$ cat config.mk
export PLATFORM = sky130hd
export DESIGN_NAME = date_increment_with_weekday_flat
export DESIGN_NICKNAME = d
export VERILOG_FILES = /design/src/design/dateinc_pkg.sv /design/src/design/dateinc_if.sv /design/src/design/date_increment_with_weekday.sv /design/src/design/dateinc_weekday.sv /design/src/flat_wrapper.sv
export SDC_FILE = /design/constraint.sdc
export NUM_CORES = 1
export LEC_CHECK = 0
export BUFFER_PORTS_ARGS = -buffer_cell sky130_fd_sc_hd__buf_2
export CORE_MARGIN = 8
export CORE_UTILIZATION = 55
export CTS_CLUSTER_DIAMETER = 40
export DETAILED_ROUTE_END_ITERATION = 16
export GPL_ROUTABILITY_DRIVEN = 0
export PLACE_DENSITY = 0.7
export RECOVER_POWER = 50
export SYNTH_ARGS = -nofsm -noshare
export SYNTH_HDL_FRONTEND = slang
export SYNTH_SLANG_ARGS = --single-unit
$ cat constraint.sdc
create_clock -name clk -period 8.1 [get_ports clk]
set_clock_uncertainty 0.2 [all_clocks]
set_input_delay 0.81 -clock clk [delete_from_list [all_inputs] [get_ports clk]]
set_output_delay 0.81 -clock clk [all_outputs]
set_load 0.02 [all_outputs]
$ cat src/design/dateinc_pkg.sv
package dateinc_pkg;

    localparam int unsigned DAY_W     = 5;
    localparam int unsigned MONTH_W   = 4;
    localparam int unsigned YEAR_W    = 14;
    localparam int unsigned WDAY_W    = 3;
    localparam int unsigned CENT_W    = 7;
    localparam int unsigned ZSUM_W    = 10;

    localparam logic [MONTH_W-1:0] MONTH_JAN = 4'd1;
    localparam logic [MONTH_W-1:0] MONTH_FEB = 4'd2;
    localparam logic [MONTH_W-1:0] MONTH_DEC = 4'd12;
    localparam logic [YEAR_W-1:0]  YEAR_MIN  = 14'd1;
    localparam logic [YEAR_W-1:0]  YEAR_MAX  = 14'd9999;

    // floor(y / 100) for y below 43699 as (y * 5243) >> 19.
    localparam logic [12:0] DIV100_MUL = 13'd5243;
    // floor(s / 7) for s below 1024 as (s * 9363) >> 16.
    localparam logic [13:0] DIV7_MUL   = 14'd9363;

    function automatic logic [CENT_W-1:0] div100(input logic [YEAR_W-1:0] y);
        logic [26:0] prod;
        prod = 27'(y) * 27'(DIV100_MUL);
        return prod[25:19];
    endfunction

    // Remainder of y modulo 100, given its quotient.
    function automatic logic [CENT_W-1:0] rem100(input logic [YEAR_W-1:0] y,
                                                 input logic [CENT_W-1:0] q);
        logic [YEAR_W-1:0] hund;
        hund = 14'(q) * 14'(100);
        return CENT_W'(y - hund);
    endfunction

    function automatic logic [WDAY_W-1:0] mod7(input logic [ZSUM_W-1:0] s);
        logic [23:0] prod;
        logic [6:0]  q;
        logic [ZSUM_W-1:0] sevens;
        prod   = 24'(s) * 24'(DIV7_MUL);
        q      = prod[22:16];
        sevens = 10'(q) * 10'(7);
        return WDAY_W'(s - sevens);
    endfunction

    function automatic logic [DAY_W-1:0] month_len(input logic [MONTH_W-1:0] m,
                                                   input logic leap);
        logic [DAY_W-1:0] len;
        unique case (m)
            4'd2:                    len = leap ? 5'd29 : 5'd28;
            4'd4, 4'd6, 4'd9, 4'd11: len = 5'd30;
            default:                 len = 5'd31;
        endcase
        return len;
    endfunction

    // floor(13 * (m + 1) / 5) for the Zeller month numbering 3..14.
    function automatic logic [5:0] zeller_month_term(input logic [MONTH_W-1:0] m);
        logic [5:0] t;
        unique case (m)
            4'd3:    t = 6'd10;
            4'd4:    t = 6'd13;
            4'd5:    t = 6'd15;
            4'd6:    t = 6'd18;
            4'd7:    t = 6'd20;
            4'd8:    t = 6'd23;
            4'd9:    t = 6'd26;
            4'd10:   t = 6'd28;
            4'd11:   t = 6'd31;
            4'd12:   t = 6'd33;
            4'd13:   t = 6'd36;
            4'd14:   t = 6'd39;
            default: t = 6'd0;
        endcase
        return t;
    endfunction

endpackage

$ cat src/design/dateinc_if.sv
interface dateinc_in_if
    import dateinc_pkg::*;
();
    logic               valid;
    logic               ready;
    logic [DAY_W-1:0]   day;
    logic [MONTH_W-1:0] month;
    logic [YEAR_W-1:0]  year;

    modport source (output valid, output day, output month, output year, input ready);
    modport sink   (input valid, input day, input month, input year, output ready);
endinterface

interface dateinc_out_if
    import dateinc_pkg::*;
();
    logic               valid;
    logic               ready;
    logic [DAY_W-1:0]   next_day;
    logic [MONTH_W-1:0] next_month;
    logic [YEAR_W-1:0]  next_year;
    logic [WDAY_W-1:0]  weekday;

    modport source (output valid, output next_day, output next_month, output next_year,
                    output weekday, input ready);
    modport sink   (input valid, input next_day, input next_month, input next_year,
                    input weekday, output ready);
endinterface

$ cat src/design/date_increment_with_weekday.sv
// Gives the date after the input Gregorian date and the weekday of that date
// (0 is Sunday). Months outside 1..12 and years outside 1..9999 are clamped to
// the nearest legal value first, and 31 December 9999 is followed by 1 January
// of year 1. The block is a five-stage pipeline: it takes one item per cycle
// while the output is not held off, and each item passes through the stages in
// order. The two constant divisions by 100, each a multiply by a reciprocal,
// set the stage boundaries.
module date_increment_with_weekday
    import dateinc_pkg::*;
(
    input  logic clk,
    input  logic rst_n,
    dateinc_in_if.sink    din,
    dateinc_out_if.source dout
);

    localparam int unsigned NSTAGE = 5;

    logic [NSTAGE-1:0] valid_reg;
    logic [NSTAGE-1:0] en;

    logic [DAY_W-1:0]   s0_day_reg,   s1_day_reg,   s2_day_reg,   s3_day_reg,   s4_day_reg;
    logic [MONTH_W-1:0] s0_month_reg, s1_month_reg, s2_month_reg, s3_month_reg, s4_month_reg;
    logic [YEAR_W-1:0]  s0_year_reg,  s1_year_reg,  s2_year_reg,  s3_year_reg,  s4_year_reg;
    logic [CENT_W-1:0]  s0_cent_reg;

    logic [MONTH_W-1:0] clamp_month;
    logic [YEAR_W-1:0]  clamp_year;
    logic [CENT_W-1:0]  yr_in_cent;
    logic               leap;
    logic [DAY_W:0]     day_inc;
    logic [DAY_W-1:0]   day_next;
    logic [MONTH_W-1:0] month_next;
    logic [YEAR_W-1:0]  year_next;
    logic [WDAY_W-1:0]  wday;

    // A stage may load when it is empty or when the stage after it moves on.
    always_comb
    begin
        en[NSTAGE-1] = !valid_reg[NSTAGE-1] || dout.ready;
        for (int i = NSTAGE - 2; i >= 0; i--)
        begin
            en[i] = !valid_reg[i] || en[i+1];
        end
    end

    assign din.ready = en[0];

    always_ff @(posedge clk or negedge rst_n)
    begin
        if (!rst_n)
        begin
            valid_reg <= '0;
        end
        else
        begin
            if (en[0])
            begin
                valid_reg[0] <= din.valid;
            end
            for (int i = 1; i < NSTAGE; i++)
            begin
                if (en[i])
                begin
                    valid_reg[i] <= valid_reg[i-1];
                end
            end
        end
    end

    always_comb
    begin
        priority if (din.month < MONTH_JAN)
            clamp_month = MONTH_JAN;
        else if (din.month > MONTH_DEC)
            clamp_month = MONTH_DEC;
        else
            clamp_month = din.month;

        priority if (din.year < YEAR_MIN)
            clamp_year = YEAR_MIN;
        else if (din.year > YEAR_MAX)
            clamp_year = YEAR_MAX;
        else
            clamp_year = din.year;
    end

    // A year divisible by 400 is one whose last two digits are zero and whose
    // century count is a multiple of four.
    always_comb
    begin
        yr_in_cent = rem100(s0_year_reg, s0_cent_reg);
        leap = (s0_year_reg[1:0] == 2'd0 && yr_in_cent != '0)
            || (yr_in_cent == '0 && s0_cent_reg[1:0] == 2'd0);
        day_inc = (DAY_W+1)'(s0_day_reg) + 6'd1;

        day_next   = DAY_W'(day_inc);
        month_next = s0_month_reg;
        year_next  = s0_year_reg;
        if (day_inc > (DAY_W+1)'(month_len(s0_month_reg, leap)))
        begin
            day_next = 5'd1;
            if (s0_month_reg == MONTH_DEC)
            begin
                month_next = MONTH_JAN;
                year_next  = (s0_year_reg >= YEAR_MAX) ? YEAR_MIN
                                                       : YEAR_W'(s0_year_reg + 14'd1);
            end
            else
            begin
                month_next = MONTH_W'(s0_month_reg + 4'd1);
            end
        end
    end

    always_ff @(posedge clk)
    begin
        if (en[0])
        begin
            s0_day_reg   <= din.day;
            s0_month_reg <= clamp_month;
            s0_year_reg  <= clamp_year;
            s0_cent_reg  <= div100(clamp_year);
        end
        if (en[1])
        begin
            s1_day_reg   <= day_next;
            s1_month_reg <= month_next;
            s1_year_reg  <= year_next;
        end
        if (en[2])
        begin
            s2_day_reg   <= s1_day_reg;
            s2_month_reg <= s1_month_reg;
            s2_year_reg  <= s1_year_reg;
        end
        if (en[3])
        begin
            s3_day_reg   <= s2_day_reg;
            s3_month_reg <= s2_month_reg;
            s3_year_reg  <= s2_year_reg;
        end
        if (en[4])
        begin
            s4_day_reg   <= s3_day_reg;
            s4_month_reg <= s3_month_reg;
            s4_year_reg  <= s3_year_reg;
        end
    end

    dateinc_weekday u_weekday (
        .clk     (clk),
        .load    (en[4:2]),
        .day     (s1_day_reg),
        .month   (s1_month_reg),
        .year    (s1_year_reg),
        .weekday (wday)
    );

    assign dout.valid      = valid_reg[NSTAGE-1];
    assign dout.next_day   = s4_day_reg;
    assign dout.next_month = s4_month_reg;
    assign dout.next_year  = s4_year_reg;
    assign dout.weekday    = wday;

endmodule

$ cat src/design/dateinc_weekday.sv
module dateinc_weekday
    import dateinc_pkg::*;
(
    input  logic               clk,
    input  logic [2:0]         load,
    input  logic [DAY_W-1:0]   day,
    input  logic [MONTH_W-1:0] month,
    input  logic [YEAR_W-1:0]  year,
    output logic [WDAY_W-1:0]  weekday
);

    logic [DAY_W-1:0]   a_day_reg;
    logic [MONTH_W-1:0] a_month_reg;
    logic [YEAR_W-1:0]  a_year_reg;
    logic [CENT_W-1:0]  a_cent_reg;
    logic [ZSUM_W-1:0]  b_sum_reg;
    logic [WDAY_W-1:0]  c_wday_reg;

    logic [MONTH_W-1:0] adj_month;
    logic [YEAR_W-1:0]  adj_year;
    logic [CENT_W-1:0]  yr_in_cent;
    logic [ZSUM_W-1:0]  sum_next;

    // January and February count as months 13 and 14 of the year before.
    always_comb
    begin
        if (month <= MONTH_FEB)
        begin
            adj_month = MONTH_W'(month + 4'd12);
            adj_year  = YEAR_W'(year - 14'd1);
        end
        else
        begin
            adj_month = month;
            adj_year  = year;
        end
    end

    always_comb
    begin
        yr_in_cent = rem100(a_year_reg, a_cent_reg);
        sum_next   = ZSUM_W'(a_day_reg) + ZSUM_W'(zeller_month_term(a_month_reg))
                   + ZSUM_W'(yr_in_cent) + ZSUM_W'(yr_in_cent >> 2)
                   + ZSUM_W'(a_cent_reg >> 2) + ZSUM_W'(a_cent_reg) * ZSUM_W'(5);
    end

    always_ff @(posedge clk)
    begin
        if (load[0])
        begin
            a_day_reg   <= day;
            a_month_reg <= adj_month;
            a_year_reg  <= adj_year;
            a_cent_reg  <= div100(adj_year);
        end
        if (load[1])
        begin
            b_sum_reg <= sum_next;
        end
        // Zeller's zero is Saturday; adding six moves zero to Sunday.
        if (load[2])
        begin
            c_wday_reg <= mod7(ZSUM_W'(b_sum_reg + 10'd6));
        end
    end

    assign weekday = c_wday_reg;

endmodule

$ cat src/flat_wrapper.sv
// flat-port wrapper written by rule: the top's interface ports become plain ports
module date_increment_with_weekday_flat import dateinc_pkg::*;
  (clk, rst_n, din_valid, din_day, din_month, din_year, din_ready, dout_valid, dout_next_day, dout_next_month, dout_next_year, dout_weekday, dout_ready);
  dateinc_in_if din_i ();
  dateinc_out_if dout_i ();
  input  logic clk;
  input  logic rst_n;
  input wire logic [$bits(din_i.valid)-1:0] din_valid;
  input wire logic [$bits(din_i.day)-1:0] din_day;
  input wire logic [$bits(din_i.month)-1:0] din_month;
  input wire logic [$bits(din_i.year)-1:0] din_year;
  output wire logic [$bits(din_i.ready)-1:0] din_ready;
  output wire logic [$bits(dout_i.valid)-1:0] dout_valid;
  output wire logic [$bits(dout_i.next_day)-1:0] dout_next_day;
  output wire logic [$bits(dout_i.next_month)-1:0] dout_next_month;
  output wire logic [$bits(dout_i.next_year)-1:0] dout_next_year;
  output wire logic [$bits(dout_i.weekday)-1:0] dout_weekday;
  input wire logic [$bits(dout_i.ready)-1:0] dout_ready;
  assign din_i.valid = din_valid;
  assign din_i.day = din_day;
  assign din_i.month = din_month;
  assign din_i.year = din_year;
  assign din_ready = din_i.ready;
  assign dout_valid = dout_i.valid;
  assign dout_next_day = dout_i.next_day;
  assign dout_next_month = dout_i.next_month;
  assign dout_next_year = dout_i.next_year;
  assign dout_weekday = dout_i.weekday;
  assign dout_i.ready = dout_ready;
  date_increment_with_weekday u_core (.clk(clk), .rst_n(rst_n), .din(din_i), .dout(dout_i));
endmodule
==> impl_metrics.yaml <==
die:
  die_h_um: 186.2
  ioPinCount: 55
  die_area_sq_um: 34680
  coreArea_sq_um: 28630
  initial_core_util: 0.5567
  rows: 62
  fp.dieW_um: 186.2
sta:
  finalCritPeriodShare: 0.8993
  maxSlewViolCount: 66
  layout_min_cycle_time_ns: 7.285
  fin_hold_ws_ns: 0.2172
  final_hold_viol_count: 0
  setup_violations: 0
  fin_tns_setup_ns: 0
  rsz0062_at_grt: "no"
  fmax_mhz: 137.3
  max_slew_margin: -0.1556
  worst_pin_slew_ns: 1.733
logic_synthesis:
  synth.distinct_cells: 75
  synthArstFlopShare: 0.03125
  synth_area_sq_um: 15940
  netlist_instances: 1444
  synthTopCellsByArea: "edfxtp_1 28%, ha_1 23%, fa_1 20%"
  synth_nets: 1919
  synth_flop_cell: "edfxtp_1"
  synth-seq-cells: 160
  yosysSeqAreaShare: 0.2962
  ys_warn_count: 0
  syn_avg_cell_area_sq_um: 11.04
  synth-edff-count: 149
  synth_area_leader_cell: "edfxtp_1"
  yosysTopAreaCellShare: 0.2808
clocking:
  clock-sinks: 160
  cts_resized: 0
  cts-root-buf: "clkbuf_16"
  cts-buffers-inserted: 17
  cts_tree: "yes"
  cts_buffer_depth: 2
  htreeDepth: 4
  clkLatencyLatePin_ns: 0.42
  hold_buffers: 1
  clkTransAtPathRegs_ns: 0.07
  cts_setup_buffers: 0
routing:
  routed_wl_mm: 29.45
  num_vias: 9918
  wl_per_cell_um: 15.42
  drc: 0
  first_pass_iters: 5
  drtIter0Drc: 408
  vias_per_cell: 5.193
  drtAntennaViolNets: 0
hold_path:
  holdPathEnd: "u_core.dout.next_day[1]"
  hold_depth: 0
  hold_path.startpoint: "u_core.s3_day_reg[1]"
  hold_path_class: "register to register"
global_route:
  grt_usage: 0.1813
  grt_pass1_vias: 10628
  grt_max_degree: 43
  grt-ovfl-total: 0
  grt_antenna_before_repair: 0
  grt_pass1_wl_mm: 50.23
setup_path:
  r2r_slack_ns: 0.82
  critPathMaxFanout: 12
  cp-start-kind: "register"
  path_class: "register to register"
  r2r-start: "u_core.s1_month_reg[3]"
  reg2reg_depth: 24
  crit_path_end_kind: "register"
  cp.required_ns: 8.07
  crit_start: "u_core.s1_month_reg[3]"
  r2r_end: "u_core.u_weekday.a_cent_reg[4]"
  arrival_ns: 7.26
layout:
  final_cell_mix: "351 x inv_1, 292 x ha_1, 156 x fa_1"
  drive_above_1_share: 0.05963
  area_delta_synth_final_pct: 8.393
  regArea_sq_um: 4720
  layout_commonest_cell: "inv_1"
  num_antenna_cells: 0
  multi_input_area_sq_um: 9821
  fin_nets: 1988
  fill_cells: 2319
outcome:
  status: "finished with violations"
  violations: "capacitance limit, slew limit"
placed_design:
  post-dp-hpwl_mm: 24.92
  port_buffers: 54
flow_run:
  cap_viol_max_count: 2
## metal layers
metal / vias up / track usage / share of wire
met4: 0 / 0.03906 / 0.014
met2: 154 / 0.3333 / 0.52
met5: - / 0 / 0
met1: 4846 / 0.2233 / 0.44
li1: 4891 / - / -
met3: 27 / 0.02506 / 0.030
## kinds of logic after synthesis
logic type      synth area share
xor+xnor                 0.04884
flops                     0.2962
compound gates           0.06965
simple gates             0.06454
buf+inv                  0.08755
mux                     0.008009
fa+ha+maj                 0.4253
## worst max-delay path by stage
stage	endpoint	slack [ns]	cells past startpoint
after floorplan	u_core.u_weekday.a_cent_reg[6]	1.54	24
after global placement	u_core.u_weekday.a_cent_reg[6]	0.93	24
after detailed placement	u_core.u_weekday.a_cent_reg[4]	0.78	24
after CTS	u_core.u_weekday.a_cent_reg[4]	0.77	24
after global routing	u_core.u_weekday.a_cent_reg[4]	0.28	24
final	u_core.u_weekday.a_cent_reg[4]	0.82	24
## synth_stat cells, drive strengths merged, types with 3 or more instances
master and number:
inv 353, ha 292, fa 156, edfxtp 149
xnor2 69, nand2 51, o21ai 50, nor2 46
a21oi 39, a21o 22, xor2 19, nand3 17
nor3 15, and3 12, nand2b 11, nand4 9
nor2b 9, clkbuf 8, mux2i 8, a31oi 7
or2 7, buf 6, dfxtp 6, o21bai 6
a21boi 5, and2 5, dfrtp 5, nand3b 5
o21a 5, a211oi 4, nor4 4, o22ai 4
and4 3, o2111ai 3, o211ai 3, o311ai 3
o31ai 3, or4 3
## layout make-up
class                           instances  share of cell area
Clock buffer                           19             0.02564
Clock inverter                         13             0.01014
Inverter                              354             0.07693
Multi-Input combinational cell        916              0.5686
Sequential cell                       160              0.2732
Tap cell                              384             0.02782
Timing Repair Buffer                   64             0.01767
## through the flow
| stage | util | std cells | area, sq um | setup slack (ns) |
|---|---|---|---|---|
| after floorplan | - | 1444 | 15940 | 1.539 |
| after global placement | 0.5830 | 1877 | 16690 | 0.9258 |
| after detailed placement | 0.5830 | 1877 | 16690 | 0.7824 |
| after CTS | 0.6049 | 1910 | 17320 | 0.7654 |
| after global routing | 0.6034 | 1910 | 17270 | 0.2761 |
| final | 0.6034 | 1910 | 17270 | 0.8153 |
## worst max-delay path, stage by stage (launching register included)
cell      delay (ns)
edfxtp_1        0.37
inv_1           0.08
ha_1            0.17
nand2_1         0.12
mux2i_4         0.44
nand3_2         0.17
or4_1           0.51
xnor2_1         0.46
inv_1           0.23
fa_1            0.54
inv_1           0.04
ha_1            0.30
fa_1            0.46
fa_1            0.54
inv_1           0.05
fa_1            0.52
inv_1           0.04
ha_1            0.30
nand2_1         0.08
o311ai_1        0.36
a211oi_1        0.14
a311oi_2        0.45
a21o_1          0.22
a21oi_1         0.09
xnor2_1         0.13
Power is left out: the tool's default activity adds up to more than one toggle a clock period on the data nets, which glitch-free logic cannot reach.
